==> src/rtl/core/bct_pkg.sv <==
// shared types and constants for the box collision test
// no dependencies
package bct_pkg;

    localparam int unsigned COORD_W     = 32;
    localparam int unsigned HALF_W      = 31;
    localparam int unsigned MAG_W       = 32;
    localparam int unsigned ROOT_W      = 33;
    localparam int unsigned DIFF_W      = 34;
    localparam int unsigned NUM_W       = 65;
    localparam int unsigned QUOT_W      = 32;
    localparam int unsigned QUEUE_DEPTH = 4;

    localparam logic OP_BOX    = 1'b0;
    localparam logic OP_CIRCLE = 1'b1;

    // one classified word between front and back
    typedef struct packed {
        logic              op;
        logic              box_hit;
        logic              neg_x;
        logic              neg_y;
        logic [MAG_W-1:0]  adx;
        logic [MAG_W-1:0]  ady;
        logic [HALF_W-1:0] ha_x;
        logic [HALF_W-1:0] ha_y;
        logic [HALF_W-1:0] hb_x;
        logic [HALF_W-1:0] hb_y;
    } t_item;

    // side data carried alongside the square roots
    typedef struct packed {
        logic             op;
        logic             box_hit;
        logic             neg_x;
        logic             neg_y;
        logic [MAG_W-1:0] adx;
        logic [MAG_W-1:0] ady;
    } t_side;

    // side data carried alongside the dividers
    typedef struct packed {
        logic hit;
        logic zero;
        logic neg_x;
        logic neg_y;
    } t_tail;

endpackage

==> src/rtl/core/bct_queue.sv <==
// short register queue between front and back
// depends on bct_pkg
module bct_queue import bct_pkg::*; #(
    parameter int unsigned DEPTH = QUEUE_DEPTH
) (
    input  logic  i_clk,
    input  logic  i_rst_n,
    input  logic  i_push,
    input  t_item i_item,
    output logic  o_ready,
    input  logic  i_pop,
    output logic  o_valid,
    output t_item o_item
);

    localparam int unsigned PW = (DEPTH > 1) ? $clog2(DEPTH) : 1;
    localparam int unsigned CW = $clog2(DEPTH + 1);

    t_item          r_mem [DEPTH];
    logic [PW-1:0]  r_wr, r_rd, n_wr, n_rd;
    logic [CW-1:0]  r_count, n_count;
    logic           do_push, do_pop;

    assign o_ready = (r_count != CW'(DEPTH));
    assign o_valid = (r_count != '0);
    assign do_push = i_push && o_ready;
    assign do_pop  = i_pop && o_valid;
    assign o_item  = r_mem[r_rd];

    always_comb begin
        n_wr    = (r_wr == PW'(DEPTH - 1)) ? '0 : r_wr + 1'b1;
        n_rd    = (r_rd == PW'(DEPTH - 1)) ? '0 : r_rd + 1'b1;
        n_count = r_count;
        if (do_push && !do_pop) begin
            n_count = r_count + 1'b1;
        end else if (do_pop && !do_push) begin
            n_count = r_count - 1'b1;
        end
    end

    always_ff @(posedge i_clk) begin
        if (!i_rst_n) begin
            r_wr    <= '0;
            r_rd    <= '0;
            r_count <= '0;
        end else begin
            if (do_push) begin
                r_wr <= n_wr;
            end
            if (do_pop) begin
                r_rd <= n_rd;
            end
            r_count <= n_count;
        end
    end

    always_ff @(posedge i_clk) begin
        if (do_push) begin
            r_mem[r_wr] <= i_item;
        end
    end

    a_count_bound: assert property (@(posedge i_clk) disable iff (!i_rst_n)
        r_count <= CW'(DEPTH))
        else $error("queue count beyond depth");
    a_push_grow: assert property (@(posedge i_clk) disable iff (!i_rst_n)
        (do_push && !do_pop) |=> (r_count == $past(r_count) + 1'b1))
        else $error("queue count did not grow on push");
    a_pop_shrink: assert property (@(posedge i_clk) disable iff (!i_rst_n)
        (do_pop && !do_push) |=> (r_count == $past(r_count) - 1'b1))
        else $error("queue count did not shrink on pop");
    a_ptr_equal: assert property (@(posedge i_clk) disable iff (!i_rst_n)
        (r_count == '0) |-> (r_wr == r_rd))
        else $error("queue pointers differ while empty");

endmodule

==> config.mk <==
export PLATFORM = sky130hd
export DESIGN_NAME = bct_queue
export DESIGN_NICKNAME = d
export VERILOG_FILES = /design/src/rtl/core/bct_pkg.sv /design/src/rtl/core/bct_queue.sv
export SDC_FILE = /design/constraint.sdc
export NUM_CORES = 1
export LEC_CHECK = 0
export BUFFER_PORTS_ARGS = -buffer_cell sky130_fd_sc_hd__buf_2
export CAP_MARGIN = 20
export CORE_MARGIN = 10
export CORE_UTILIZATION = 45
export CTS_CLUSTER_SIZE = 30
export DETAILED_ROUTE_END_ITERATION = 16
export RECOVER_POWER = 100
export SLEW_MARGIN = 20
export SYNTH_ARGS = -nofsm -noshare
export SYNTH_HDL_FRONTEND = slang
export SYNTH_SLANG_ARGS = --single-unit
==> constraint.sdc <==
create_clock -name i_clk -period 4.85 [get_ports i_clk]
set_clock_uncertainty 0.1 [all_clocks]
set_input_delay 0.2425 -clock i_clk [delete_from_list [all_inputs] [get_ports i_clk]]
set_output_delay 0.2425 -clock i_clk [all_outputs]
set_load 0.05 [all_outputs]
* After elaboration in Yosys (flattened, before gate mapping)
Memory sizes are Yosys's and may differ from the RTL's. A register that Yosys moved wholly into a read port is not among the register bits. Cells that the tools add are included.
Operators by class: add/sub/neg operators 4, eq/ne operators 3, mux-type cells 8, reduce and logical (&&, ||, !) cells 8
Operators with widths (number):
- $mux W2 | 4
- $mux W3 | 2
- $add A2 B1 Y2 const B | 2
- $eq A2 B2 Y1 const B | 2
- $logic_and A1 B1 Y1 | 4
- $add A3 B1 Y3 const B | 1
- $ne A3 B3 Y1 const B | 1
- $reduce_bool A3 Y1 | 1
- $sub A3 B1 Y3 const B | 1
- $logic_not A1 Y1 | 2
- $mux W1 | 2
- $reduce_bool A2 Y1 | 1
Word-level totals: register bits 7, memory bits (writable) 768, input bits 196, output and inout port bits 194, word-level logic and storage cells 27, memories kept 1
Memories:
- r_mem | words 4, width 192, rd ports 1, clocked after Yosys merged registers in 1, write ports 1, line bct_queue.sv:19 | t_item r_mem [DEPTH];

* Longest topological paths before layout
depth after elaboration 6, gate-level depth with buffers 9, depth with buffers taken out 8

* Worst setup path before layout
No wires, ideal clock.
kind register to register, from reg r_count[0], to mem r_mem[0][0] in the netlist's numbering, enable pin, setup time 0.468 ns, data arrival time 3.235 ns, setup slack 1.046 ns, stages on the path, launching flop included 4, path buffers 1, cells stage by stage dfxtp_1 or3b_1 clkbuf_2 and3_2
Between the ends: longest elaborated chain between the ends 4
Ends and longest elaborated chain:
- start, declared | line bct_queue.sv:21 | logic [CW-1:0] r_count, n_count;
- start signal, assigned | line bct_queue.sv:53 | r_count <= n_count;
- $ne A3 B3 Y1 | line bct_queue.sv:24 | assign o_ready = (r_count != CW'(DEPTH));
- net o_ready | line bct_queue.sv:10 | output logic o_ready,
- $logic_and A1 B1 Y1 | line bct_queue.sv:26 | assign do_push = i_push && o_ready;
- $mux W1 | line bct_queue.sv:58 | if (do_push) begin
- $mux W1 (implied by the code) | line bct_queue.sv:59 | r_mem[r_wr] <= i_item;
- end, declared | line bct_queue.sv:19
The timed path passes the listed nets, and every way through them passes these cells.

==> flow_metrics.env <==
export IMPL_status="finished, violations left"
export IMPL_violations="max-capacitance violations, max-slew violations"
export IMPL_core_rowCount=91
export IMPL_viasPerCell=5.111
export IMPL_clock_fmax_mhz=264.9
export IMPL_gp_congestion=0.7073
export IMPL_chipHeight_um=270.4
export IMPL_yosysSeqAreaShare_pct=82.39
export IMPL_wl_per_cell_um=23.05
export IMPL_fill_cells=4760
export IMPL_fin_tns_setup_ns=0
export IMPL_critical_path_max_fanout=57
export IMPL_routed_wl_um=59880
export IMPL_synth_area_top_cells="edfxtp_1, mux4_2, buf_6, dfxtp_1, buf_2"
export IMPL_startpoint_type="register"
export IMPL_grt_max_degree=92
export IMPL_fin_nets=1906
export IMPL_powerDensity_mw_per_mm2=562.5
export IMPL_ir_drop_uv=385.5
export IMPL_cts_sinks=777
export IMPL_place_ws_ns=2.088
export IMPL_required_ns=4.51
export IMPL_syn_area_mm2=0.02821
export IMPL_grt_pass1_wl_um=91550
export IMPL_layout_cells_most_common_list="edfxtp_1, clkbuf_1, dlygate4sd3_1"
export IMPL_yosysTopAreaCell="edfxtp_1"
export IMPL_drc=0
export IMPL_synth_nets=1257
export IMPL_synth_cell_types=27
export IMPL_maxCapViolCount=7
export IMPL_worst_setup_path_end_kind="primary output"
export IMPL_p_switching_uw=6714
export IMPL_dpl_hpwl_um=36080
export IMPL_synth_seq_cells=777
export IMPL_dr_pass1_iters=5
export IMPL_period_share_pct=77.83
export IMPL_dieArea_mm2=0.07311
export IMPL_drive_above_1_share_pct=20.45
export IMPL_sequentialPowerShare_pct=42.4
export IMPL_cts_buffer_depth=3
export IMPL_internal_power_uw=13050
export IMPL_die_w_um=270.4
export IMPL_clk_latency_ns=0.59
export IMPL_yosys_warnings=0
export IMPL_finalHoldViolations=0
export IMPL_core_area_mm2=0.06194
export IMPL_start_util_pct=45.55
export IMPL_cts_tree="yes"
export IMPL_antenna_found_initial=1
export IMPL_finalMaxSlewViolations=358
export IMPL_antenna_left=0
export IMPL_cts_root_buf="clkbuf_16"
export IMPL_port_buffers=389
export IMPL_cts_reportedPaths_clkPinSlew_ns=0.06
export IMPL_grt_usage_pct=16.36
export IMPL_tightest_slew_ns=1.957
export IMPL_drt_iter0_drc=1093
export IMPL_grt_pass1_vias=14576
export IMPL_worstPathArrival_ns=3.43
export IMPL_critPathKind="reg2out"
export IMPL_grt_overflow=0
export IMPL_netlist_instances=1054
export IMPL_final_common_cell="edfxtp_1"
export IMPL_netlist_area_leader_share_pct=81.75
export IMPL_syn2layout_area_growth_pct=24.54
export IMPL_pwr_share_comb_pct=28.7
export IMPL_io_pins=390
export IMPL_grt_setup_unrepaired="no"
export IMPL_leakage_uw=0.01097
export IMPL_setup_violations=0
export IMPL_switching_share_pct=33.97
export IMPL_p_clk_share_pct=28.8
export IMPL_holdCritPathClass="in2reg"
export IMPL_fin_crit_ns=3.775
export IMPL_setup_ws_ns=1.075
export IMPL_cts_made_buffers=80
export IMPL_syn_avg_cell_area_um2=26.77
export IMPL_whs_ns=0.3373
export IMPL_vias=13278
export IMPL_relSlewSlack_pct=-30.48
export IMPL_cts_htree_levels=3
-- power by group through the flow --
| stage | sequential (uW) | clock (uW) | combinational, uW |
|---|---|---|---|
| after floorplan | 8430 | 0 | 4470 |
| after global placement | 8520 | 0 | 5800 |
| after detailed placement | 8550 | 0 | 5800 |
| after CTS | 8410 | 5870 | 5960 |
| after global routing | 8450 | 6160 | 5990 |
| final | 8380 | 5700 | 5680 |
-- critical path, stage by stage (launching register included) --
cell,delay (ns)
dfxtp_2,1.41
clkbuf_2,0.73
mux4_2,0.43
buf_2,0.23
-- Yosys cell counts --
| library cell | n |
|---|---|
| clkbuf_2 | 1 |
| dfxtp_1 | 9 |
| and2_1 | 1 |
| nand3_1 | 2 |
| a21boi_0 | 1 |
| xnor2_1 | 1 |
| or3b_1 | 1 |
| buf_6 | 20 |
| nand2_1 | 5 |
| and2_4 | 1 |
| buf_4 | 1 |
| ha_1 | 6 |
| o31ai_1 | 1 |
| xor2_1 | 1 |
| inv_1 | 3 |
| mux4_2 | 192 |
| mux2i_1 | 2 |
| nor2_1 | 2 |
| and3_2 | 4 |
| fa_1 | 1 |
| buf_2 | 19 |
| o21ai_0 | 4 |
| or3_2 | 2 |
| edfxtp_1 | 768 |
| nand4_1 | 1 |
| nor2b_1 | 1 |
| clkbuf_1 | 4 |
-- state kept, by name, summed over array words and instances, names as in the netlist, named ones only --
| register | cells |
|---|---|
| r_count | 3 |
| r_wr | 2 |
| r_rd | 2 |
| r_mem | 768 |
-- area by class of cell --
class	count	area, um2	share of cell area [%]
Sequential cell	777	23240	66.16
Multi-Input combinational cell	229	4612	13.13
Timing Repair Buffer	612	3781	10.76
Clock buffer	95	2101	5.979
Tap cell	837	1047	2.981
Clock inverter	44	334.1	0.9509
Inverter	3	11.26	0.03205
Antenna cell	1	2.502	0.007123
-- stage by stage --
step	cell area, um2	total power (uW)	std cells	utilization, %
2_1_floorplan	28210	12900	1054	-
3_3_place_gp	31250	14310	2259	50.45
3_5_place_dp	31250	14350	2259	50.45
4_1_cts	35650	20250	2595	57.56
5_1_grt	35130	20600	2597	56.72
6_report	35130	19760	2598	56.72
-- layer usage --
layer	up-vias	wire (um)	track usage, %
met5	-	13	0
met4	2	1274	4.925
met3	88	3706	4.133
met2	373	31170	27.82
met1	6929	23710	20.44
li1	5886	-	-
-- cell families (layout without fill, tap and decap cells) --
group,count (synthesis),in the layout,share of synthesized area [%]
AOI/OAI and AO/OA,6,6,0.1242
xor gates and xnor gates,2,2,0.06210
adders and majority gates,7,7,0.3371
buffers and inverters,48,754,1.273
DFF,777,777,82.39
muxes,194,194,15.40
other,0,1,0
and+or+nand+nor,20,20,0.4170
-- final timing paths --
kind	startpoint	endpoint	slack (ns)	cells after the start
worst max register to register	r_count[0]	r_mem[2][183]	1.08	3
worst max-delay path	register	o_item[125]	1.08	3
worst min-delay path	i_item[186]	r_mem[0][186]	0.34	2
worst min register to register	r_wr[1]	r_wr[1]	0.41	2
-- what timing repair did --
action                                  4_1_cts  5_1_grt
setup buffers                                 0        0
hold buffers                                197        0
endpoints found under the setup margin        0        0
resized for setup                             0        0
endpoints found under the hold margin       777        0
(Power assumes the default switching activity.)
