### config.mk
export PLATFORM = sky130hd
export DESIGN_NAME = bct_front
export DESIGN_NICKNAME = d
export VERILOG_FILES = /design/src/rtl/core/bct_pkg.sv /design/src/rtl/core/bct_front.sv
export SDC_FILE = /design/constraint.sdc
export NUM_CORES = 1
export LEC_CHECK = 0
export BUFFER_PORTS_ARGS = -buffer_cell sky130_fd_sc_hd__buf_2
export CORE_AREA = 4 4 234 236
export CTS_CLUSTER_SIZE = 16
export DETAILED_ROUTE_END_ITERATION = 8
export DIE_AREA = 0 0 238 240
export GPL_TIMING_DRIVEN = 0
export PLACE_DENSITY = 0.81
export SLEW_MARGIN = 20
export SYNTH_ARGS = -nofsm -noshare
export SYNTH_HDL_FRONTEND = slang
export SYNTH_SLANG_ARGS = --single-unit
### constraint.sdc
create_clock -name i_clk -period 34.5 [get_ports i_clk]
set_clock_uncertainty 0.1 [all_clocks]
set_input_delay 6.9 -clock i_clk [delete_from_list [all_inputs] [get_ports i_clk]]
set_output_delay 6.9 -clock i_clk [all_outputs]
set_load 0.02 [all_outputs]
### src/rtl/core/bct_pkg.sv
// shared types and constants for the box collision test
// no dependencies
package bct_pkg;

    localparam int unsigned COORD_W     = 32;
    localparam int unsigned HALF_W      = 31;
    localparam int unsigned MAG_W       = 32;
    localparam int unsigned ROOT_W      = 33;
    localparam int unsigned DIFF_W      = 34;
    localparam int unsigned NUM_W       = 65;
    localparam int unsigned QUOT_W      = 32;
    localparam int unsigned QUEUE_DEPTH = 4;

    localparam logic OP_BOX    = 1'b0;
    localparam logic OP_CIRCLE = 1'b1;

    // one classified word between front and back
    typedef struct packed {
        logic              op;
        logic              box_hit;
        logic              neg_x;
        logic              neg_y;
        logic [MAG_W-1:0]  adx;
        logic [MAG_W-1:0]  ady;
        logic [HALF_W-1:0] ha_x;
        logic [HALF_W-1:0] ha_y;
        logic [HALF_W-1:0] hb_x;
        logic [HALF_W-1:0] hb_y;
    } t_item;

    // side data carried alongside the square roots
    typedef struct packed {
        logic             op;
        logic             box_hit;
        logic             neg_x;
        logic             neg_y;
        logic [MAG_W-1:0] adx;
        logic [MAG_W-1:0] ady;
    } t_side;

    // side data carried alongside the dividers
    typedef struct packed {
        logic hit;
        logic zero;
        logic neg_x;
        logic neg_y;
    } t_tail;

endpackage

### src/rtl/core/bct_front.sv
// front stage: offsets, box interval test and operand selection
// depends on bct_pkg
module bct_front import bct_pkg::*; (
    input  logic                      i_clk,
    input  logic                      i_rst_n,
    input  logic                      i_push,
    output logic                      o_full,
    input  logic                      i_op,
    input  logic signed [COORD_W-1:0] i_my_center_x,
    input  logic signed [COORD_W-1:0] i_my_center_y,
    input  logic        [HALF_W-1:0]  i_my_half_x,
    input  logic        [HALF_W-1:0]  i_my_half_y,
    input  logic signed [COORD_W-1:0] i_other_center_x,
    input  logic signed [COORD_W-1:0] i_other_center_y,
    input  logic        [HALF_W-1:0]  i_other_half_x,
    input  logic        [HALF_W-1:0]  i_other_half_y,
    input  logic        [HALF_W-1:0]  i_other_radius,
    input  logic                      i_q_ready,
    output logic                      o_q_push,
    output t_item                     o_q_item
);

    logic   r_valid;
    t_item  r_item;
    t_item  n_item;
    logic   accept;
    logic   load;

    logic signed [COORD_W:0]   dx, dy;
    logic signed [COORD_W+1:0] my_lo_x, my_hi_x, ot_lo_x, ot_hi_x;
    logic signed [COORD_W+1:0] my_lo_y, my_hi_y, ot_lo_y, ot_hi_y;
    logic apart;

    assign load   = !r_valid || i_q_ready;
    assign accept = i_push && load;
    assign o_full = !load;

    always_comb begin
        dx = COORD_W'(0) + ({i_other_center_x[COORD_W-1], i_other_center_x}
             - {i_my_center_x[COORD_W-1], i_my_center_x});
        dy = ({i_other_center_y[COORD_W-1], i_other_center_y}
             - {i_my_center_y[COORD_W-1], i_my_center_y});

        my_lo_x = (COORD_W+2)'(i_my_center_x) - $signed({3'b000, i_my_half_x});
        my_hi_x = (COORD_W+2)'(i_my_center_x) + $signed({3'b000, i_my_half_x});
        ot_lo_x = (COORD_W+2)'(i_other_center_x) - $signed({3'b000, i_other_half_x});
        ot_hi_x = (COORD_W+2)'(i_other_center_x) + $signed({3'b000, i_other_half_x});
        my_lo_y = (COORD_W+2)'(i_my_center_y) - $signed({3'b000, i_my_half_y});
        my_hi_y = (COORD_W+2)'(i_my_center_y) + $signed({3'b000, i_my_half_y});
        ot_lo_y = (COORD_W+2)'(i_other_center_y) - $signed({3'b000, i_other_half_y});
        ot_hi_y = (COORD_W+2)'(i_other_center_y) + $signed({3'b000, i_other_half_y});
        // closed intervals, touching counts as a hit
        apart = (my_hi_x < ot_lo_x) || (my_lo_x > ot_hi_x)
             || (my_hi_y < ot_lo_y) || (my_lo_y > ot_hi_y);

        n_item.op      = i_op;
        n_item.box_hit = !apart;
        n_item.neg_x   = dx[COORD_W];
        n_item.neg_y   = dy[COORD_W];
        n_item.adx     = dx[COORD_W] ? MAG_W'(-dx) : MAG_W'(dx);
        n_item.ady     = dy[COORD_W] ? MAG_W'(-dy) : MAG_W'(dy);
        n_item.ha_x    = i_my_half_x;
        n_item.ha_y    = i_my_half_y;
        // a circle is a box whose half-extent length is the radius
        if (i_op == OP_CIRCLE) begin
            n_item.hb_x = i_other_radius;
            n_item.hb_y = '0;
        end else begin
            n_item.hb_x = i_other_half_x;
            n_item.hb_y = i_other_half_y;
        end
    end

    always_ff @(posedge i_clk) begin
        if (!i_rst_n) begin
            r_valid <= 1'b0;
        end else if (load) begin
            r_valid <= accept;
        end
    end

    always_ff @(posedge i_clk) begin
        if (accept) begin
            r_item <= n_item;
        end
    end

    assign o_q_push = r_valid && i_q_ready;
    assign o_q_item = r_item;

endmodule

# Word-level counts from Yosys, hierarchy flattened

Index checks and enable logic that the tools add are counted.

Output and inout bits: 194
Word-level logic and storage cells: 39
Flip-flop bits (word level): 193
Input port bits: 288

Reduce and logical (&&, ||, !) cells: 9
Add/sub/neg operators: 12
Magnitude comparators: 4
Mux-type cells: 3

Operators by type and width:

| cell              | number |
|---|---|
| $sub 32x32->33    | 6 |
| $add 32x32->33    | 4 |
| $gt 33x33->1      | 2 |
| $lt 33x33->1      | 2 |
| $mux 32           | 2 |
| $neg 32->32       | 2 |
| $mux 62           | 1 |
| $logic_or 1x1->1  | 4 |
| $logic_not 1->1   | 3 |
| $logic_and 1x1->1 | 2 |

# Depth between registers and ports, before layout

Word-level depth: 6
Mapped depth: 29
Depth with buffers taken out: 29

# Worst setup path after synthesis

OpenSTA, ideal clock, no wires.

Path kind: input-to-reg
From: input port i_q_ready
To: register r_item, in the netlist o_q_item[0] (enable)
Path slack: 18.214 ns
Path buffers: 0
Arrival: 15.420 ns
Stages: 2
Data required time: 33.634 ns
Library setup time: 0.766 ns
Cells stage by stage: nor2b_1 > nor2b_1

Word-level cells in the longest chain between the ends: 2

RTL lines:

| what                 | RTL line        | source |
|---|---|---|
| start, declared      | bct_front.sv:18 | `input logic i_q_ready,` |
| $logic_or 1x1->1     | bct_front.sv:34 | `assign load = !r_valid \|\| i_q_ready;` |
| $logic_and 1x1->1    | bct_front.sv:35 | `assign accept = i_push && load;` |
| named net accept     | bct_front.sv:26 | `logic accept;` |
| end signal, assigned | bct_front.sv:84 | `r_item <= n_item;` |
| end, declared        | bct_front.sv:24 | `t_item r_item;` |

The timed path passes the listed nets, and every way through them passes these cells.
A chain may end at the register's enable or synchronous reset.

# Worst setup path in the final report

From: input port i_q_ready
To: output port o_full

Word-level cells in the longest chain between the ends: 2

RTL lines:

| what             | RTL line        | source |
|---|---|---|
| $logic_or 1x1->1 | bct_front.sv:34 |  |
| $logic_not 1->1  | bct_front.sv:36 | `assign o_full = !load;` |
| end, declared    | bct_front.sv:7  | `output logic o_full,` |

No other way between the ends.

==> flow_summary.yaml <==
clock_tree:
  hold_buffers: 0
  worstSkewPairLatency_ns: 0.50
  cts_buffers: 17
  clock_sinks: 193
  postCtsSetupBuffers: 0
  cts_tree: "built"
  clkTransAtPathRegs_ns: 0.07
  cts-resized-gates: 0
  cts_root_buf: "clkbuf_16"
  clock_path_buffers: 2
  htree_levels: 4
global_route:
  grt_use_total_pct: 28.02
  overflow: 0
  grt_pass1_wl_um: 126400
  antenna_found_initial: 18
  grt_max_degree: 31
  grt_pass1_vias: 24091
final_layout:
  nFillCells: 4854
  multi_input_area_mm2: 0.01851
  seqCellArea_mm2: 0.005786
  final_nets: 4410
  layoutNonFillerInstCount: 4385
  syn2layout_area_growth_pct: 15.72
  final_layout_size_suffix_gt1_share_pct: 15.65
pwr:
  leakage_nw: 14.31
  p_sw_w: 0.0004656
  seqPwrFrac_pct: 26.8
  power.total_w: 0.001116
  clock_power_share_pct: 20.2
  p_comb_share_pct: 53.0
  swShare_pct: 41.73
  power.internal_w: 0.0006502
  p_per_area_mw_per_mm2: 37.07
  ir_drop_mv: 0.03496
logic_synthesis:
  syn-num-nets: 3903
  synth.largest_area_cell: "edfxtp_1"
  yosysMostFrequentCell: "ha_1"
  yosysWarnings: 0
  synthSimpleGateAreaFrac_pct: 15.11
  ys_top_cells_by_area: "edfxtp_1 22%, ha_1 21%, xnor2_1 8.5%, a21oi_1 6.1%, inv_1 5.3%"
  synth-edff-count: 192
  synth-compound-area-share_pct: 22.51
  netlist_area_mm2: 0.02601
  synth_cell_type_count: 99
  synth.avg_cell_area_um2: 8.229
  synthArstFlopShare_pct: 0
  synth_xor_area_share_pct: 11.15
  synth_commonest_cells: "444 x ha_1, 364 x inv_1, 318 x a21oi_1, 281 x nor2_1, 251 x xnor2_1"
  synth_ff_type: "edfxtp_1"
  ys_seq_elements: 193
  synth_top_area_share_pct: 22.17
  synth_top_family_by_area: "compound AO/OA/AOI/OAI gates"
  yosysSeqAreaShare_pct: 22.24
  synthAdderAreaFrac_pct: 22.13
  syn_inst: 3161
  synthMuxAreaShare_pct: 0.1972
sta:
  finalWorstSetupSlack_ns: 19.99
  setup-violations-final: 0
  fin_tns_setup_ns: 0
  clock.fmax_mhz: 68.91
  hold_violations: 0
  fin_crit_sh_pct: 42.06
  worst_slew_pin_slew_ns: 1.008
  post-route-min-period_ns: 14.51
  rsz0062_at_grt: "no"
  timing.slew.headroom_pct: 31.97
  report.final.slew_viol_count: 0
drt:
  routedWlPerCell_um: 18.90
  vias: 24708
  drtAntennaViolNets: 0
  drt_iter0_drc: 1744
  routed_via_density: 5.635
  first_pass_iters: 5
  wirelength_um: 82890
  drc: 0
placed_design:
  place_ws_ns: 19.99
  place_congestion: 0.9664
  portBuffers: 481
  dp_cells: 4337
  hpwl_um: 69870
min_path:
  hp-class: "flip-flop to flip-flop"
floorplanning:
  coreArea_mm2: 0.05245
  die_area_mm2: 0.05712
  row_count: 84
  die_w_um: 238
  die_y_um: 240
  initial_core_util_pct: 49.60
  ioPinCount: 482
critical_path:
  cp.arrival_ns: 7.51
  critPathLaunchType: "input pin"
  end_kind: "primary output"
  critical_path_class: "input pin to primary output"
  r2r_slack_ns: 32.33
  worstPathRequired_ns: 27.50
  crit_path_max_fanout: 3
job:
  drv_cap: 0
outcome:
  status: "completed"
-- final timing paths --
| kind | startpoint | endpoint | depth (start not counted) |
|---|---|---|---|
| hold / removal | r_valid$_SDFFE_PN0N_ | r_valid$_SDFFE_PN0N_ | 2 |
| hold reg to reg | r_valid$_SDFFE_PN0N_ | r_valid$_SDFFE_PN0N_ | 2 |
| setup reg to reg | r_valid$_SDFFE_PN0N_ | o_q_item[180]$_DFFE_PP_ | 5 |
| setup / recovery | i_q_ready | o_full | 3 |
-- registers in the layout, indices dropped and copies added (netlist names) --
name / flops
r_valid: 1
o_q_item: 192
-- logic make-up (layout without fill, tap and decap cells) --
family	Yosys count	count (layout)
simple gates	805	805
other cells	0	17
buf+inv	458	977
compound gates	915	915
fa+ha+maj	454	454
mux	5	5
xor+xnor	331	331
flops	193	193
-- placed cells by master (no fill, tap or decap), types with 6 or more instances in the layout --
master | netlist | routed
clkbuf_16 | 0 | 17
a31oi_1 | 23 | 23
nand2_1 | 159 | 159
o211ai_1 | 21 | 21
o41ai_1 | 13 | 13
o31ai_1 | 19 | 19
or3_1 | 19 | 19
a2111oi_0 | 10 | 9
a211oi_1 | 26 | 26
o21ai_0 | 170 | 170
nor2_1 | 281 | 281
a21oi_1 | 318 | 318
a21o_1 | 104 | 104
a311oi_1 | 9 | 9
buf_12 | 0 | 6
inv_1 | 364 | 364
o2111ai_1 | 9 | 9
ha_1 | 444 | 444
a21boi_0 | 9 | 9
o21a_1 | 25 | 25
xnor2_1 | 251 | 251
o21bai_1 | 70 | 70
a211o_1 | 8 | 8
nand2b_1 | 52 | 52
nand4_1 | 30 | 30
fa_1 | 10 | 10
a31o_2 | 8 | 8
nand3_1 | 46 | 46
nor3_1 | 56 | 56
or2_2 | 13 | 13
diode_2 | 0 | 17
edfxtp_1 | 192 | 192
and2_1 | 15 | 15
buf_2 | 3 | 484
xor2_1 | 80 | 80
clkbuf_1 | 82 | 82
nor4_1 | 22 | 21
and4_1 | 6 | 6
and3_1 | 22 | 22
nor2b_1 | 49 | 48
-- critical path, stage by stage --
cell     delay [ns]
buf_2          0.10
nor2b_1        0.27
buf_2          0.23
-- through the flow --
step,hold WS (ns),utilization (%),area (µm²)
floorplan,0.6114,-,26010
global placement,0.5256,55.83,29280
detailed placement,0.5832,56.14,29440
CTS,0.5931,57.31,30060
global route,0.6309,57.38,30090
finish,0.5869,57.39,30100
-- layer usage --
metal,vias up,GRT usage (%),routed length [µm]
met5,-,0,0
li1,12208,-,-
met1,11454,34.41,34020
met4,0,11.06,2749
met3,144,3.556,5115
met2,902,50.03,41010
-- layout make-up --
cell class / count / share of cell area [%]
Buffer: 91 / 1.189
Multi-Input combinational cell: 2510 / 61.49
Sequential cell: 193 / 19.22
Clock inverter: 13 / 0.6111
Inverter: 367 / 4.577
Timing Repair Buffer: 488 / 8.489
Antenna cell: 17 / 0.1413
Clock buffer: 18 / 1.426
Tap cell: 688 / 2.860
-- power groups by stage --
stage                     Combinational [W]  Sequential [W]  Clock [W]
after global routing               0.000656        0.000301   0.000237
after CTS                          0.000585        0.000299   0.000229
after floorplan                    0.000384        0.000340          0
after detailed placement           0.000581        0.000304          0
final                              0.000591        0.000299   0.000226
after global placement             0.000567        0.000310          0
(Power assumes the default switching activity.)
